**config.mk**
```make
export PLATFORM = sky130hd
export DESIGN_NAME = preemptive_priority_scheduler
export DESIGN_NICKNAME = d
export VERILOG_FILES = /design/src/sv/pps_pkg.sv /design/src/sv/pps_ctrl.sv /design/src/sv/pps_dp.sv /design/src/sv/preemptive_priority_scheduler.sv
export SDC_FILE = /design/constraint.sdc
export NUM_CORES = 1
export LEC_CHECK = 0
export BUFFER_PORTS_ARGS = -buffer_cell sky130_fd_sc_hd__clkbuf_2
export CAP_MARGIN = 20
export CORE_UTILIZATION = 62
export CTS_CLUSTER_SIZE = 24
export DETAILED_ROUTE_END_ITERATION = 16
export PLACE_DENSITY_LB_ADDON = 0.1
export SLEW_MARGIN = 40
export SYNTH_ARGS = -nofsm -noshare
export SYNTH_HDL_FRONTEND = slang
export SYNTH_SLANG_ARGS = --single-unit
```
**constraint.sdc**
```tcl
create_clock -name clk -period 8.3 [get_ports clk]
set_clock_uncertainty 0.05 [all_clocks]
set_input_delay 0 -clock clk [delete_from_list [all_inputs] [get_ports clk]]
set_output_delay 0 -clock clk [all_outputs]
set_load 0.05 [all_outputs]
```
**src/sv/pps_pkg.sv**
```systemverilog
`timescale 1ns / 1ps
// ----------------------------------------------------------------------------
// pps_pkg: shared types and constants of the preemptive priority scheduler
// Job and result words, controller/datapath command and status bundles.
// ----------------------------------------------------------------------------
package pps_pkg;

	localparam int MAX_PROCS_DEF = 16;

	// Priority register value that loses against every real priority
	localparam logic [8:0] NO_PRIO = 9'h100;

	// Result kinds
	localparam logic KIND_GANTT = 1'b0;
	localparam logic KIND_DONE  = 1'b1;

	typedef struct packed {
		logic [14:0] arrival_time;
		logic [7:0]  burst_time;
		logic [7:0]  priority_req;
		logic        is_last;
	} job_t;

	typedef struct packed {
		logic        kind;
		logic [4:0]  process_id;
		logic [15:0] event_time;
		logic [15:0] turnaround;
		logic [15:0] waiting;
		logic        last_result;
	} res_t;

	typedef struct packed {
		logic load;    // store the accepted job
		logic init;    // start a selection pass for the current tick
		logic scan;    // examine one table entry
		logic skip;    // jump time to the next arrival
		logic switch;  // emit a Gantt entry for the preempted job
		logic exec;    // run the chosen job for one tick
		logic fin;     // emit closing entry and clear the run
	} pps_cmd_t;

	typedef struct packed {
		logic job_last;
		logic none_left;
		logic scan_last;
		logic has_best;
		logic need_switch;
		logic out_free;
	} pps_stat_t;

endpackage

```
**src/sv/pps_ctrl.sv**
```systemverilog
`timescale 1ns / 1ps
// ----------------------------------------------------------------------------
// pps_ctrl: scheduler sequencer
// Loads jobs, then per simulated tick scans the table and runs one job or skips to the next arrival.
// ----------------------------------------------------------------------------
module pps_ctrl
	import pps_pkg::*;
(
	input  logic      clk,
	input  logic      arst_n,
	input  logic      job_valid,
	output logic      job_ready,
	input  pps_stat_t stat,
	output pps_cmd_t  cmd
);

	localparam logic [2:0] ST_IDLE   = 3'd0;
	localparam logic [2:0] ST_INIT   = 3'd1;
	localparam logic [2:0] ST_SCAN   = 3'd2;
	localparam logic [2:0] ST_DECIDE = 3'd3;
	localparam logic [2:0] ST_SWITCH = 3'd4;
	localparam logic [2:0] ST_EXEC   = 3'd5;
	localparam logic [2:0] ST_FIN    = 3'd6;

	logic [2:0] state_q, state_d;

	assign job_ready = (state_q == ST_IDLE);

	// next state and commands
	always_comb begin
		state_d = state_q;
		cmd     = '0;
		case (state_q)
			ST_IDLE: begin
				if (job_valid) begin
					cmd.load = 1'b1;
					if (stat.job_last) state_d = ST_INIT;
				end
			end
			ST_INIT: begin
				if (stat.none_left) begin
					state_d = ST_FIN;
				end else begin
					cmd.init = 1'b1;
					state_d  = ST_SCAN;
				end
			end
			ST_SCAN: begin
				cmd.scan = 1'b1;
				if (stat.scan_last) state_d = ST_DECIDE;
			end
			ST_DECIDE: begin
				if (!stat.has_best) begin
					cmd.skip = 1'b1;
					state_d  = ST_INIT;
				end else if (stat.need_switch) begin
					state_d = ST_SWITCH;
				end else begin
					state_d = ST_EXEC;
				end
			end
			ST_SWITCH: begin
				if (stat.out_free) begin
					cmd.switch = 1'b1;
					state_d    = ST_EXEC;
				end
			end
			ST_EXEC: begin
				if (stat.out_free) begin
					cmd.exec = 1'b1;
					state_d  = ST_INIT;
				end
			end
			ST_FIN: begin
				if (stat.out_free) begin
					cmd.fin = 1'b1;
					state_d = ST_IDLE;
				end
			end
			default: state_d = ST_IDLE;
		endcase
	end

	always_ff @(posedge clk or negedge arst_n) begin
		if (!arst_n) state_q <= ST_IDLE;
		else         state_q <= state_d;
	end

endmodule

```
**src/sv/pps_dp.sv**
```systemverilog
`timescale 1ns / 1ps
// ----------------------------------------------------------------------------
// pps_dp: scheduler datapath
// Job tables, run state, best-candidate search and the result register.
// ----------------------------------------------------------------------------
module pps_dp
	import pps_pkg::*;
#(
	parameter int MAX_PROCS = MAX_PROCS_DEF
)(
	input  logic      clk,
	input  logic      arst_n,
	input  job_t      job,
	input  pps_cmd_t  cmd,
	output pps_stat_t stat,
	output logic      res_valid,
	input  logic      res_ready,
	output res_t      res
);

	localparam int IDX_W = $clog2(MAX_PROCS);
	localparam int CNT_W = IDX_W + 1;

	logic [14:0] arr_mem [MAX_PROCS];
	logic [7:0]  bur_mem [MAX_PROCS];
	logic [7:0]  pri_mem [MAX_PROCS];
	logic [7:0]  rem_mem [MAX_PROCS];

	logic [CNT_W-1:0] count_q, left_q;
	logic [15:0]      tick_q, minarr_q;
	logic [IDX_W-1:0] run_q, best_q, scan_q, raddr;
	logic             has_run_q, best_ok_q;
	logic [8:0]       bp_q;
	logic             res_valid_q;
	res_t             res_q;

	logic [14:0] r_arr;
	logic [7:0]  r_bur, r_pri, r_rem;
	logic        arrived, better, live;
	logic [15:0] ct, tat, wt;

	// pick the table row for this step
	always_comb begin
		if (cmd.init)      raddr = run_q;
		else if (cmd.scan) raddr = scan_q;
		else               raddr = best_q;
	end

	assign r_arr   = arr_mem[raddr];
	assign r_bur   = bur_mem[raddr];
	assign r_pri   = pri_mem[raddr];
	assign r_rem   = rem_mem[raddr];
	assign live    = (r_rem != 8'd0);
	assign arrived = ({1'b0, r_arr} <= tick_q);
	assign better  = ({1'b0, r_pri} < bp_q);

	// completion figures of the chosen job
	assign ct  = tick_q + 16'd1;
	assign tat = ct - {1'b0, r_arr};
	assign wt  = tat - {8'd0, r_bur};

	// job tables
	always_ff @(posedge clk) begin
		if (cmd.load && count_q < CNT_W'(MAX_PROCS)) begin
			arr_mem[count_q[IDX_W-1:0]] <= job.arrival_time;
			bur_mem[count_q[IDX_W-1:0]] <= job.burst_time;
			pri_mem[count_q[IDX_W-1:0]] <= job.priority_req;
			rem_mem[count_q[IDX_W-1:0]] <= job.burst_time;
		end
		if (cmd.exec) rem_mem[best_q] <= r_rem - 8'd1;
	end

	// run state and candidate search
	always_ff @(posedge clk or negedge arst_n) begin
		if (!arst_n) begin
			count_q   <= '0;
			left_q    <= '0;
			tick_q    <= '0;
			run_q     <= '0;
			has_run_q <= 1'b0;
			best_ok_q <= 1'b0;
			best_q    <= '0;
			bp_q      <= NO_PRIO;
			minarr_q  <= '1;
			scan_q    <= '0;
		end else begin
			if (cmd.load && count_q < CNT_W'(MAX_PROCS)) begin
				count_q <= count_q + CNT_W'(1);
				if (job.burst_time != 8'd0) left_q <= left_q + CNT_W'(1);
			end
			if (cmd.init) begin
				best_ok_q <= has_run_q && live;
				best_q    <= run_q;
				bp_q      <= (has_run_q && live) ? {1'b0, r_pri} : NO_PRIO;
				minarr_q  <= '1;
				scan_q    <= '0;
			end
			if (cmd.scan) begin
				if (arrived && better && live) begin
					best_ok_q <= 1'b1;
					best_q    <= scan_q;
					bp_q      <= {1'b0, r_pri};
				end
				if (live && !arrived && {1'b0, r_arr} < minarr_q) minarr_q <= {1'b0, r_arr};
				scan_q <= scan_q + IDX_W'(1);
			end
			if (cmd.skip) tick_q <= minarr_q;
			if (cmd.exec) begin
				run_q     <= best_q;
				has_run_q <= 1'b1;
				tick_q    <= ct;
				if (r_rem == 8'd1) left_q <= left_q - CNT_W'(1);
			end
			if (cmd.fin) begin
				count_q   <= '0;
				left_q    <= '0;
				tick_q    <= '0;
				run_q     <= '0;
				has_run_q <= 1'b0;
			end
		end
	end

	// result register
	always_ff @(posedge clk or negedge arst_n) begin
		if (!arst_n) begin
			res_valid_q <= 1'b0;
		end else if (cmd.switch || (cmd.fin && has_run_q)
				|| (cmd.exec && r_rem == 8'd1)) begin
			res_valid_q <= 1'b1;
		end else if (res_ready) begin
			res_valid_q <= 1'b0;
		end
	end

	always_ff @(posedge clk) begin
		if (cmd.switch || cmd.fin) begin
			res_q.kind        <= KIND_GANTT;
			res_q.process_id  <= 5'(run_q) + 5'd1;
			res_q.event_time  <= tick_q;
			res_q.turnaround  <= '0;
			res_q.waiting     <= '0;
			res_q.last_result <= cmd.fin;
		end else if (cmd.exec && r_rem == 8'd1) begin
			res_q.kind        <= KIND_DONE;
			res_q.process_id  <= 5'(best_q) + 5'd1;
			res_q.event_time  <= ct;
			res_q.turnaround  <= tat;
			res_q.waiting     <= wt;
			res_q.last_result <= 1'b0;
		end
	end

	assign res_valid = res_valid_q;
	assign res       = res_q;

	assign stat.job_last    = job.is_last;
	assign stat.none_left   = (left_q == '0);
	assign stat.scan_last   = (({1'b0, scan_q} + CNT_W'(1)) == count_q);
	assign stat.has_best    = best_ok_q;
	assign stat.need_switch = has_run_q && (best_q != run_q);
	assign stat.out_free    = !res_valid_q || res_ready;

endmodule

```
**src/sv/preemptive_priority_scheduler.sv**
```systemverilog
`timescale 1ns / 1ps
// Loading: a job word that is not last is taken and the job port stays open.
// A last word starts the run: each busy tick passes select, a scan of every stored job,
// decide and execute, with a switch step on a preemption; idle gaps jump to the next arrival.
// Throughput: one job word per cycle while loading; results wait in one output register.
// Reset: arst_n clears control state; job tables stay undefined until loaded.
// ----------------------------------------------------------------------------
// preemptive_priority_scheduler: top level
// Joins the sequencer and the datapath of the priority scheduler.
// ----------------------------------------------------------------------------
module preemptive_priority_scheduler
	import pps_pkg::*;
#(
	parameter int MAX_PROCS = MAX_PROCS_DEF
)(
	input  logic clk,
	input  logic arst_n,
	input  logic job_valid,
	output logic job_ready,
	input  job_t job,
	output logic res_valid,
	input  logic res_ready,
	output res_t res
);

	pps_cmd_t  cmd;
	pps_stat_t stat;

	pps_ctrl u_ctrl (
		.clk       (clk),
		.arst_n    (arst_n),
		.job_valid (job_valid),
		.job_ready (job_ready),
		.stat      (stat),
		.cmd       (cmd)
	);

	pps_dp #(
		.MAX_PROCS (MAX_PROCS)
	) u_dp (
		.clk       (clk),
		.arst_n    (arst_n),
		.job       (job),
		.cmd       (cmd),
		.stat      (stat),
		.res_valid (res_valid),
		.res_ready (res_ready),
		.res       (res)
	);

endmodule

```
==> summary.md <==
| Metric | Value |
|---|---|
| Placed cell areas | ~0.034 sq mm |
| FFs w/ async S/R, synth | 0.09225 |
| Post-DP HPWL | 46740 um |
| Maxcap violations | 0 |
| Count leader, synth | edfxtp_1 |
| CTS sink count | ~750 |
| Worst-path fanout max | between 50 and 60 |
| Grt total ovfl | 0 |
| VDD IR max | ~0.0002 V |
| Design area | between 0.03 and 0.04 sq mm |
| Starting Density | 0.6266 |
| Remaining DRCs | 0 |
| CP max-delay cell | dfrtp_1 |
| Overall Global Routing Usage | 0.2986 |
| CP endpoint kind | register |
| Synth-to-layout area growth | 13.06% |
| Hold Buf Count CTS | 37 |
| Core area | 0.05245 sq mm |
| Antenna diode count | 0 |
| Mapped Avg Cell Area | roughly 16 sq um |
| # rows | 84 |
| Drt total wl | about 80000 um |
| Largest net degree at the start of global routing | 120 |
| PortBufs | 92 |
| Final nets | around 2400 |
| Warnings, synthesis | 0 |
| Antenna violations before repair | 0 |
| Avg Vias per Cell | approximately 6.5 |
| Root buffer cell | clkbuf_16 |
| Seq/Total Area, Yosys | 0.6636 |
| Largest stage delay, worst path | 640 ps |
| Crit Path Category | register to register |
| Cts repair resizes | 0 |
| Post-synth EDFFs | roughly 650 |
| IO Pins | between 90 and 100 |
| DR WL/cell | between 20 and 30 um |
| Pwr/cell area | 204.4 mW/mm^2 |
| H-tree Lvls | 3 |
| R2R depth | 23 |
| Post-Route Setup TNS | 0 ps |
| Post-CTS Setup Bufs | 0 |
| Final Max Slew Viols | 0 |
| Fmax | between 0.1 and 0.15 GHz |
| Status | complete, no violations |
| Synthesized area | approximately 0.033 sq mm |
| Mapped Nets | approximately 2200 |
| Setup crit start kind | register |
| Final Util | 0.7084 |
| Arrival time at the worst endpoint | 7540 ps |
| Final hold vios | 0 |
| Worst-Skew Late Latency | around 640 ps |
| DR iter-0 viols | a little over 2000 |
| Post-synth top area cell | edfxtp_1 |
| WHS Path Cells | 4 |
| Routed Antenna Nets | 0 |
| Top delay family on crit path | simple AND/OR/NAND/NOR gates |
| RSZ-0062 raised after global routing | no |
| Pwr Total | ~7.6 mW |
| Total stage count of the critical path | 23 |
| Vias in the first global route | 19250 |
| Die Area | roughly 0.054 sq mm |
| Number of CTS-inserted buffers | 77 |
| Worst EP required | between 8000 and 9000 ps |
| Critical Path, Cell by Cell | or3b_1 > or3_4 > nand2_8 > buf_12 > mux4_2 > nor2b_1 > a211oi_1 > a21oi_1 > inv_1 > ha_1 > a21oi_1 > o21ai_0 > a21o_1 > nand2_1 > nand2_1 > a21oi_1 > xor2_1 > a221oi_1 > a31oi_1 > nand4_1 > nor3b_1 > xor2_1 > a211oi_1 |
| First-pass GRT wire length | between 100000 and 150000 um |
| Worst path bufs/invs | 2 |
| Hold WC Path Type | primary input to register |
| DIE WIDTH | 232.2 um |
| Clock Pin Slew Worst Setup and Hold Paths | roughly 60 ps |
| Drt first pass iters | 5 |
| Synth Instances | approximately 2100 |
| Distinct cells, synth | 95 |
| Lkg Pwr | about 13 nW |
| #FFs+latches synth | ~750 |
| Vias | between 15000 and 20000 |
| Slew of the pin with the lowest slew margin | roughly 880 ps |
| Post-synth top cells | edfxtp_1 (646), mux4_2 (136), nor2_1 (136) |
| GPL Wtd Cong | about 0.95 |
| Clk buf depth | 3 |
| Period utilization | 0.8507 |
| Post-synth top area share | 0.5903 |
| Relative slew slack | 0.4150 |
| Ranking of synthesized cells by area | edfxtp_1 (59%), mux4_2 (9.3%), dfrtp_1 (4.0%) |
| TritonCTS clock tree | done |
| Share of cells above drive strength 1 | 0.2046 |
| Post-layout min period | a little over 7000 ps |
| Synth Flop Type | edfxtp_1 |
| Die height | approximately 230 um |
| CP dominant cell by count | a21oi_1 |
| Final setup fails | 0 |
-- per-stage QoR --
step           std cells  worst slack, ps  hold WS [ps]
4_1_cts             2993             1319         6.976
3_5_place_dp        2813             1459         6.916
5_1_grt             2995            831.0         85.26
2_1_floorplan       2102             1795        -345.6
3_3_place_gp        2813             1523         120.8
6_report            2995             1239         60.62
-- final timing paths --
kind	from	end	slack, ps
worst min register to register	u_dp.res[2]	u_dp.res[2]	400
worst min-delay path	job_valid	u_dp.count_q[1]	60
max in group asynchronous	arst_n	u_dp.run_q[0]	7370
worst max register to register	u_ctrl.state_q[0]	u_dp.res[15]	1240
worst max-delay path	u_ctrl.state_q[0]	u_dp.res[15]	1240
min in group asynchronous	arst_n	u_dp.minarr_q[3]	510
-- cells in the final DEF (no fill, tap or decap), types with 13 or more instances in the layout --
cell type      count
o22ai_1           20
nand4_1           18
nand3_1           47
dfstp_2           17
a211oi_1          37
clkbuf_2          91
nand2b_1          15
ha_1              72
dlygate4sd3_1     36
nor3_1            19
nor2_4            13
xor2_1            19
edfxtp_1         646
and3_1            15
nor2b_1           43
inv_1             79
nor2_1           109
a21o_1            30
dfrtp_1           52
clkinv_1          14
nand2_1           95
mux4_2           136
a21oi_1           86
buf_4             41
a31oi_1           14
clkbuf_1          22
o21ai_0           62
dfxtp_1           33
a22o_1            15
mux2i_1           81
nor2_2            16
xnor2_1           43
clkbuf_16         79
-- flip-flops by register name, indices dropped and copies added (netlist names), 5 cells and up --
signal / flops
u_dp.bur_mem: 128
u_dp.arr_mem: 240
u_dp.pri_mem: 128
u_dp.left_q: 5
u_dp.tick_q: 16
u_dp.minarr_q: 16
u_dp.bp_q: 9
u_dp.count_q: 5
u_dp.res: 55
u_dp.rem_mem: 128
-- worst reg2reg max path, cell delays in order, from the launching register on --
cell and delay (ps):
dfrtp_1 640, or3b_1 620, or3_4 470, nand2_8 350
buf_12 450, mux4_2 640, nor2b_1 140, a211oi_1 280
a21oi_1 190, inv_1 180, ha_1 350, a21oi_1 380
o21ai_0 170, a21o_1 230, nand2_1 60, nand2_1 50
a21oi_1 170, xor2_1 230, a221oi_1 80, a31oi_1 320
nand4_1 220, nor3b_1 320, xor2_1 110, a211oi_1 260
-- cells by family after synthesis --
logic type / synth area share
compound gates: 0.06876
flops: 0.6636
fa+ha+maj: 0.02802
mux: 0.1281
simple gates: 0.06903
xor+xnor: 0.01652
buf+inv: 0.02597
-- power by group --
group / total [mW] / internal, mW / switching (mW)
registers: 4.08 / 4.08 / 0.0000000000000000200
logic: 0.0806 / 0.0217 / 0.0589
clock network: 3.43 / 2.00 / 1.44
total: 7.60 / 6.10 / 1.50
-- per-layer routing --
layer,vias to the layer above,part of all wire,global-route usage
met4,0,0.026,0.08799
met3,151,0.079,0.05280
met1,9831,0.42,0.4243
met5,-,0,0
met2,934,0.48,0.4767
li1,8491,-,-
-- area by class of cell --
cell class,count,area (sq um)
clock inverters,41,445.4
inverters,79,296.5
fillers,3326,15290
flip-flops and latches,748,21810
clock buffers,102,2073
well taps,688,860.8
multi-input cells,1163,10430
repair buffers,174,1242
Power figures use the tool's default switching activity.
